File: src/rtl/ssmc_pkg.sv
// ----------------------------------------------------------------------------
// ssmc_pkg
// Shared types and constants for the subarray sum match counter.
// ----------------------------------------------------------------------------
package ssmc_pkg;

    localparam int TABLE_ENTRIES = 1024;
    localparam int SLOT_W = $clog2(TABLE_ENTRIES);
    localparam int CNT_W = SLOT_W + 1;

    localparam logic [63:0] MIX_ADD = 64'h9e3779b97f4a7c15;
    localparam logic [63:0] MIX_M1 = 64'hbf58476d1ce4e5b9;
    localparam logic [63:0] MIX_M2 = 64'h94d049bb133111eb;

    localparam logic [47:0] COUNT_MAX = 48'hFFFF_FFFF_FFFF;
    localparam logic [31:0] TALLY_MAX = 32'hFFFF_FFFF;

    localparam logic [0:0] REG_TARGET = 1'b0;
    localparam logic [0:0] REG_SEED = 1'b1;

    typedef struct packed {
        logic signed [31:0] sample_value;
        logic               start_flag;
    } t_in_item;

    typedef struct packed {
        logic [47:0] match_total;
        logic        table_overflow;
    } t_out_item;

    typedef struct packed {
        logic        valid;
        logic [63:0] key;
        logic [31:0] tally;
    } t_slot;

endpackage

File: src/rtl/ssmc_mul32.sv
// ----------------------------------------------------------------------------
// ssmc_mul32
// One 32x32 unsigned partial product with a registered result.
// ----------------------------------------------------------------------------
module ssmc_mul32 (
    input  logic        i_clk,
    input  logic [31:0] i_a,
    input  logic [31:0] i_b,
    output logic [63:0] o_p
);

    always_ff @(posedge i_clk) begin
        o_p <= {32'd0, i_a} * {32'd0, i_b};
    end

endmodule

File: src/rtl/ssmc_hash.sv
// ----------------------------------------------------------------------------
// ssmc_hash
// Multicycle splitmix64 unit; each 64-bit product uses three partial
// products, one per cycle, on a shared 32x32 multiplier.
// ----------------------------------------------------------------------------
module ssmc_hash (
    input  logic                       i_clk,
    input  logic                       i_rst_n,
    input  logic                       i_start,
    input  logic [63:0]                i_key,
    output logic                       o_done,
    output logic [ssmc_pkg::SLOT_W-1:0] o_slot
);

    localparam logic [3:0] H_IDLE = 4'd0;
    localparam logic [3:0] H_A1 = 4'd1;
    localparam logic [3:0] H_A2 = 4'd2;
    localparam logic [3:0] H_A3 = 4'd3;
    localparam logic [3:0] H_A4 = 4'd4;
    localparam logic [3:0] H_B1 = 4'd5;
    localparam logic [3:0] H_B2 = 4'd6;
    localparam logic [3:0] H_B3 = 4'd7;
    localparam logic [3:0] H_B4 = 4'd8;

    logic [3:0]  r_st;
    logic [63:0] r_z;
    logic [63:0] r_acc;
    logic [31:0] w_a;
    logic [31:0] w_b;
    logic [63:0] w_p;
    logic [63:0] w_fin;
    logic [63:0] w_m;

    assign w_m = (r_st >= H_B1) ? ssmc_pkg::MIX_M2 : ssmc_pkg::MIX_M1;

    always_comb begin
        w_a = r_z[31:0];
        w_b = w_m[31:0];
        unique case (r_st)
            H_A2, H_B2: begin
                w_a = r_z[31:0];
                w_b = w_m[63:32];
            end
            H_A3, H_B3: begin
                w_a = r_z[63:32];
                w_b = w_m[31:0];
            end
            default: begin
                w_a = r_z[31:0];
                w_b = w_m[31:0];
            end
        endcase
    end

    ssmc_mul32 u_mul (
        .i_clk (i_clk),
        .i_a   (w_a),
        .i_b   (w_b),
        .o_p   (w_p)
    );

    assign w_fin = r_acc + {w_p[31:0], 32'd0};
    assign o_slot = r_z[ssmc_pkg::SLOT_W-1:0];

    always_ff @(posedge i_clk) begin
        if (!i_rst_n) begin
            r_st <= H_IDLE;
            o_done <= 1'b0;
        end else begin
            o_done <= 1'b0;
            unique case (r_st)
                H_IDLE: begin
                    if (i_start) begin
                        r_z <= (i_key + ssmc_pkg::MIX_ADD) ^
                            ((i_key + ssmc_pkg::MIX_ADD) >> 30);
                        r_st <= H_A1;
                    end
                end
                H_A1: r_st <= H_A2;
                H_A2: begin
                    r_acc <= w_p;
                    r_st <= H_A3;
                end
                H_A3: begin
                    r_acc <= r_acc + {w_p[31:0], 32'd0};
                    r_st <= H_A4;
                end
                H_A4: begin
                    r_z <= w_fin ^ (w_fin >> 27);
                    r_st <= H_B1;
                end
                H_B1: r_st <= H_B2;
                H_B2: begin
                    r_acc <= w_p;
                    r_st <= H_B3;
                end
                H_B3: begin
                    r_acc <= r_acc + {w_p[31:0], 32'd0};
                    r_st <= H_B4;
                end
                H_B4: begin
                    r_z <= w_fin ^ (w_fin >> 31);
                    o_done <= 1'b1;
                    r_st <= H_IDLE;
                end
                default: r_st <= H_IDLE;
            endcase
        end
    end

    assert property (@(posedge i_clk) disable iff (!i_rst_n)
        o_done |-> r_st == H_IDLE) else $error("hash done outside idle");
    assert property (@(posedge i_clk) disable iff (!i_rst_n)
        (r_st == H_B4) |=> o_done) else $error("hash done missing");
    assert property (@(posedge i_clk) disable iff (!i_rst_n)
        (r_st != H_IDLE) |=> $past(r_st) != r_st) else $error("hash stalled");

endmodule

File: config.mk
export PLATFORM = sky130hd
export DESIGN_NAME = ssmc_hash
export DESIGN_NICKNAME = d
export VERILOG_FILES = /design/src/rtl/ssmc_pkg.sv /design/src/rtl/ssmc_mul32.sv /design/src/rtl/ssmc_hash.sv
export SDC_FILE = /design/constraint.sdc
export NUM_CORES = 2
export LEC_CHECK = 0
export ABC_AREA = 1
export BUFFER_PORTS_ARGS = -buffer_cell sky130_fd_sc_hd__buf_4
export CAP_MARGIN = 15
export CORE_MARGIN = 2
export CORE_UTILIZATION = 60
export CTS_CLUSTER_DIAMETER = 200
export DETAILED_ROUTE_END_ITERATION = 10
export PLACE_DENSITY = 0.78
export SETUP_SLACK_MARGIN = 0.15
export SLEW_MARGIN = 5
export SYNTH_ARGS = -nofsm -noshare
export SYNTH_HDL_FRONTEND = slang
export SYNTH_SLANG_ARGS = --single-unit
File: constraint.sdc
create_clock -name i_clk -period 19.2 [get_ports i_clk]
set_input_delay 3.84 -clock i_clk [delete_from_list [all_inputs] [get_ports i_clk]]
set_output_delay 3.84 -clock i_clk [all_outputs]
set_load 0.1 [all_outputs]
### Word-level counts from Yosys, hierarchy flattened

Cells that the tools add are included.

* input bits: 67
* logic and storage cells: 37
* bits in registers: 197

* reduce and logical (&&, ||, !) cells: 7
* bitwise logic cells: 3
* multipliers: 1
* $add $sub $neg: 2
* equality and inequality tests: 9
* $lt $le $gt $ge: 1
* multiplexer cells: 9

Operators by type and width (count)
* 64-bit case mux with 3 select lines: 1
* 64-bit case mux with 2 select lines: 1
* 64-bit adder: 1
* 64-bit adder, second input constant: 1
* 32-bit by 32-bit multiplier with 64-bit output: 1
* 32-bit 2-to-1 mux: 2
* 64-bit 2-to-1 mux: 1
* 64-bit by 33-bit XOR with 64-bit output: 1
* 64-bit by 34-bit XOR with 64-bit output: 1
* 64-bit by 37-bit XOR with 64-bit output: 1
* 62-bit 2-to-1 mux: 1
* 4-bit case mux with 8 select lines: 1
* 4-bit by 3-bit equality test with 1-bit output, second input constant: 4
* 4-bit by 2-bit equality test with 1-bit output, second input constant: 2
* 4-bit by 1-bit equality test with 1-bit output, second input constant: 1
* 4-bit equality test, second input constant: 1
* 4-bit by 3-bit greater-or-equal comparator with 1-bit output, second input constant: 1
* 4-bit logical NOT: 1
* 4-bit 2-to-1 mux: 1
* 2-bit OR reduction: 2
* 3-bit AND reduction: 1
* 3-bit nonzero test: 1
* 2-bit != test, second input constant: 1
* 2-bit AND reduction: 1
* 2 further kinds: 2

### Logic depth before layout (Yosys ltp)

* depth after elaboration: 4
* depth in mapped cells: 38
* mapped depth without buffers: 36

### By module

A second synthesis with hierarchy kept.

* cells, all modules: 7313
* area total of the unflattened synthesis: 51000.2 µm²

Modules (own cells, without submodules)
* ssmc_mul32: cells each 5018, area an instance 37305.8 µm², sequential area each 1281.2 µm², instances 1
* ssmc_hash: cells each 2295, area an instance 13694.4 µm², sequential area each 3943.8 µm², instances 1

### Least setup slack after synthesis

Ideal clock, no wire load.

* path type: input port to flip-flop
* from: input i_rst_n
* to: register r_z[0] (enable)
* required time: 18.618 ns
* library setup time: 0.582 ns
* path slack: 9.963 ns
* arrival time: 8.656 ns
* cell stages on the path: 2
* cells stage by stage: inv_1 -> a211oi_1

* longest elaborated chain between the ends: 1

Ends and longest elaborated chain
* start, declared: line ssmc_hash.sv:8 `input logic i_rst_n,`
* 3-bit AND reduction (no line)
* end signal, assigned: line ssmc_hash.sv:74 `r_z <= (i_key + ssmc_pkg::MIX_ADD) ^`
* end signal, assigned: line ssmc_hash.sv:89 `r_z <= w_fin ^ (w_fin >> 27);`
* end signal, assigned: line ssmc_hash.sv:102 `r_z <= w_fin ^ (w_fin >> 31);`
* end, declared: line ssmc_hash.sv:26 `logic [63:0] r_z;`

No other way between the ends.
A chain may end at the register's enable or synchronous reset.

### Worst setup path after layout

* from: register r_st[0]
* to: register u_mul.o_p[61]

* longest elaborated chain between the ends: 4
* elaborated cells between the ends (all ways): 11
* those cells by class: 1 x mul; 1 x order compare; 4 x eq/ne; 3 x mux; 2 x reduce/logical

Ends and longest elaborated chain
* start, declared: line ssmc_hash.sv:25 `logic [3:0] r_st;`
* start signal, assigned: line ssmc_hash.sv:67 `r_st <= H_IDLE;`
* start signal, assigned: line ssmc_hash.sv:76 `r_st <= H_A1;`
* start signal, assigned: line ssmc_hash.sv:79 `H_A1: r_st <= H_A2;`
* 4-bit by 3-bit greater-or-equal comparator with 1-bit output (tied with other cells): line ssmc_hash.sv:34 `assign w_m = (r_st >= H_B1) ? ssmc_pkg::MIX_M2 : ssmc_pkg::MIX_M1;`
* 62-bit 2-to-1 mux or 2-bit OR reduction (tied branches)
* 32-bit 2-to-1 mux: line ssmc_hash.sv:39 `unique case (r_st)`
* 32-bit by 32-bit multiplier with 64-bit output (*): line ssmc_mul32.sv:13 `o_p <= {32'd0, i_a} * {32'd0, i_b};`
* end signal, assigned: line ssmc_mul32.sv:13
* end, declared: line ssmc_mul32.sv:9 `output logic [63:0] o_p`

Every way passes the cells marked *; elsewhere a longest branch is shown, timed or not.

==> flow_metrics.py <==
metrics = {
    "die": {
        "die_y_um": 278,
        "start_util": 0.606,
        "die_w_um": 278,
        "io_pins": 78,
        "core_um2": 74300,
        "die-area_um2": 77200,
        "std_cell_rows": 100,
    },
    "drt": {
        "drt_iter0_drc": 5636,
        "drtPass1Iterations": 8,
        "antenna_left": 0,
        "routedWlPerCell_um": 25.5,
        "drc": 0,
        "vias": 40250,
        "vias_per_cell": 5.88,
        "routed_wl_um": 174000,
    },
    "logic_synthesis": {
        "async_flop_share": 0,
        "synth-edff-count": 128,
        "synth_warnings": 0,
        "postSynthCellCount": 5838,
        "synth_area_leaders": "fa_1 36%, inv_1 13%, ha_1 11%",
        "synth_compound_area_frac": 0.0556,
        "yosysTopAreaCell": "fa_1",
        "ys_ff_latch": 197,
        "synth_flop_cell": "edfxtp_1",
        "synthMuxAreaShare": 0,
        "synthAdderAreaFrac": 0.462,
        "syn_avg_cell_area_um2": 7.71,
        "synth_top_family_by_area": "adder cells",
        "synth_top_area_frac": 0.356,
        "yosysSeqAreaShare": 0.116,
        "synth-xor-area-share": 0.0187,
        "synth_cell_types": 52,
        "synth-simple-area-share": 0.202,
        "syn_area_um2": 45000,
    },
    "cts": {
        "path_clk_slew_ns": 0.08,
        "cts_hold_buf": 0,
        "cts_setup_buffers": 0,
        "clk_path_buf_depth": 2,
        "cts_root_buffer": "clkbuf_16",
        "insertion_delay_ns": 0.46,
        "clkSinkCount": 197,
        "htreeDepth": 4,
        "cts_resized": 0,
        "cts_tree": "yes",
        "cts_inserted_buffers": 17,
    },
    "timing": {
        "finalCriticalPeriod_ns": 10.28,
        "fin_crit_sh": 0.535,
        "setup-tns-final_ns": 0,
        "rsz0062_at_grt": "no",
        "final-setup-viol-count": 0,
        "hold_viol": 0,
        "relSlewSlack": 0.191,
        "slew_viol_final": 0,
        "worstMarginPinSlew_ns": 1.20,
        "max_freq_mhz": 97.3,
        "skew_ns": 0.0145,
    },
    "worst_setup_path": {
        "cpPeakStageDelay_ns": 0.72,
        "arrival_ns": 10.56,
        "crit_path_end": "u_mul.o_p[61]$_DFF_P_",
        "critPathCaptureType": "flop",
        "cp_common_cell": "fa_1",
        "crit_path_max_fanout": 55,
        "r2r_end": "u_mul.o_p[61]$_DFF_P_",
        "reg2reg_slack_ns": 8.92,
        "worstPathRequired_ns": 19.48,
        "crit_type": "flop to flop",
        "rr_worst_depth": 32,
        "startpoint": "r_st[0]$_SDFFE_PN0P_",
        "rr_startpoint": "r_st[0]$_SDFFE_PN0P_",
        "worst_setup_path_start_kind": "flop",
        "slowest_stage": "buf_4",
    },
    "placement": {
        "dp_cells": 6806,
        "gp_congestion": 1.13,
        "placed_area_um2": 46500,
        "dp_hpwl_um": 152000,
        "io_buffer_count": 77,
    },
    "cells_and_area": {
        "multi_input_area_um2": 33300,
        "area.sequential_um2": 5230,
        "fillCellCount": 6643,
        "stdcell_area_um2": 47100,
        "finalNonFillerCells": 6844,
        "area_growth_pct": 4.58,
        "drive_gt1_frac": 0.0409,
        "nets": 7106,
    },
    "grt": {
        "grt-ovfl-total": 0,
        "grt_max_degree": 75,
        "grt_pass1_wl_um": 258000,
        "grt_usage": 0.460,
        "grt_pass1_vias": 40877,
        "antenna_found_initial": 7,
    },
    "hold_path": {
        "min-delay-path-class": "flop to flop",
    },
    "run_status": {
        "status": "finished, final reports clean",
    },
    "job": {
        "cap_viol_max_count": 0,
    },
}
logic make-up after synthesis:
| kind of cell | after synthesis |
|---|---|
| AOI/OAI and AO/OA | 433 |
| xor gates and xnor gates | 96 |
| adders and majority gates | 1183 |
| buffers and inverters | 1707 |
| DFF | 197 |
| other | 1 |
| and+or+nand+nor | 2221 |
worst max-delay path: cells and delay by family (launching register included):
kind,cells,cell delay [ns]
compound gates,6,1.73
fa+ha+maj,9,4.60
buf+inv,10,2.11
flops,1,0.45
simple gates,7,1.16
layer usage:
metal | share of wire | track usage | vias up
met5 | 0.00021 | 0.00438 | -
met4 | 0.065 | 0.235 | 6
met3 | 0.14 | 0.143 | 600
met2 | 0.41 | 0.660 | 2868
met1 | 0.39 | 0.630 | 19359
li1 | - | - | 17417
per-stage QoR:
step / setup WS [ns] / util / hold slack [ns]
after floorplan: 9.96 / - / 0.484
after global placement: 9.30 / 0.626 / 0.505
after detailed placement: 9.26 / 0.626 / 0.515
after CTS: 9.16 / 0.633 / 0.535
after global routing: 8.65 / 0.633 / 0.560
final: 8.92 / 0.634 / 0.531
synth_stat cells (50+ instances only):
| master | number |
|---|---|
| a21oi_1 | 150 |
| clkbuf_1 | 50 |
| dfxtp_1 | 69 |
| edfxtp_1 | 128 |
| fa_1 | 800 |
| ha_1 | 383 |
| inv_1 | 1554 |
| nand2_1 | 1188 |
| nand3_1 | 337 |
| nor2_1 | 577 |
| o21ai_0 | 160 |
| xor2_1 | 75 |
state kept, by name, indices dropped and copies added, names as in the netlist:
register and cells:
u_mul.o_p 64, r_z 64, o_done 1, r_st 4, r_acc 64
how the worst min path moves through the flow:
stage / start / end / slack [ns] / cells past startpoint
global route: u_mul.o_p[49]$_DFF_P_ / r_acc[49]$_DFFE_PP_ / 0.56 / 2
detailed placement: u_mul.o_p[49]$_DFF_P_ / r_acc[49]$_DFFE_PP_ / 0.51 / 2
CTS: u_mul.o_p[61]$_DFF_P_ / r_acc[61]$_DFFE_PP_ / 0.53 / 2
finish: u_mul.o_p[61]$_DFF_P_ / r_acc[61]$_DFFE_PP_ / 0.53 / 2
floorplan: u_mul.o_p[32]$_DFF_P_ / r_acc[32]$_DFFE_PP_ / 0.48 / 2
global placement: u_mul.o_p[48]$_DFF_P_ / r_acc[48]$_DFFE_PP_ / 0.51 / 2
area by class of cell:
type                       count  area share
multi-input combinational   3936       0.707
inverter                    1593       0.127
sequential                   197       0.111
tap                          969      0.0257
timing repair buffer         111      0.0177
clock buffer                  20     0.00927
clock inverter                12     0.00207
antenna                        6    0.000319
cell usage in the layout (no fill, tap or decap), types with 3 or more instances in the layout:
cell type / Yosys / routed
a211oi_1: 4 / 3
a21boi_0: 5 / 5
a21o_1: 9 / 9
a21oi_1: 150 / 150
a31oi_1: 16 / 16
and2_1: 5 / 5
buf_4: 16 / 111
clkbuf_1: 50 / 3
clkbuf_16: 0 / 17
clkinvlp_4: 0 / 3
conb_1: 1 / 3
dfxtp_1: 69 / 69
diode_2: 0 / 6
edfxtp_1: 128 / 128
fa_1: 800 / 800
ha_1: 383 / 383
inv_1: 1554 / 1554
inv_2: 38 / 38
inv_6: 0 / 4
nand2_1: 1188 / 1188
nand2_2: 5 / 5
nand3_1: 337 / 337
nand3b_1: 21 / 21
nand4_1: 28 / 28
nor2_1: 577 / 573
nor2_2: 7 / 9
nor2_4: 5 / 7
nor3_1: 31 / 31
o21a_1: 10 / 10
o21ai_0: 160 / 157
o21ai_1: 8 / 9
o21ai_2: 27 / 29
o21bai_1: 31 / 31
or2_0: 4 / 4
or2_2: 6 / 6
xnor2_1: 21 / 21
xor2_1: 75 / 75
Power is not shown: default switching activity piles up to over one toggle a cycle in this logic, so the estimate is an artifact.
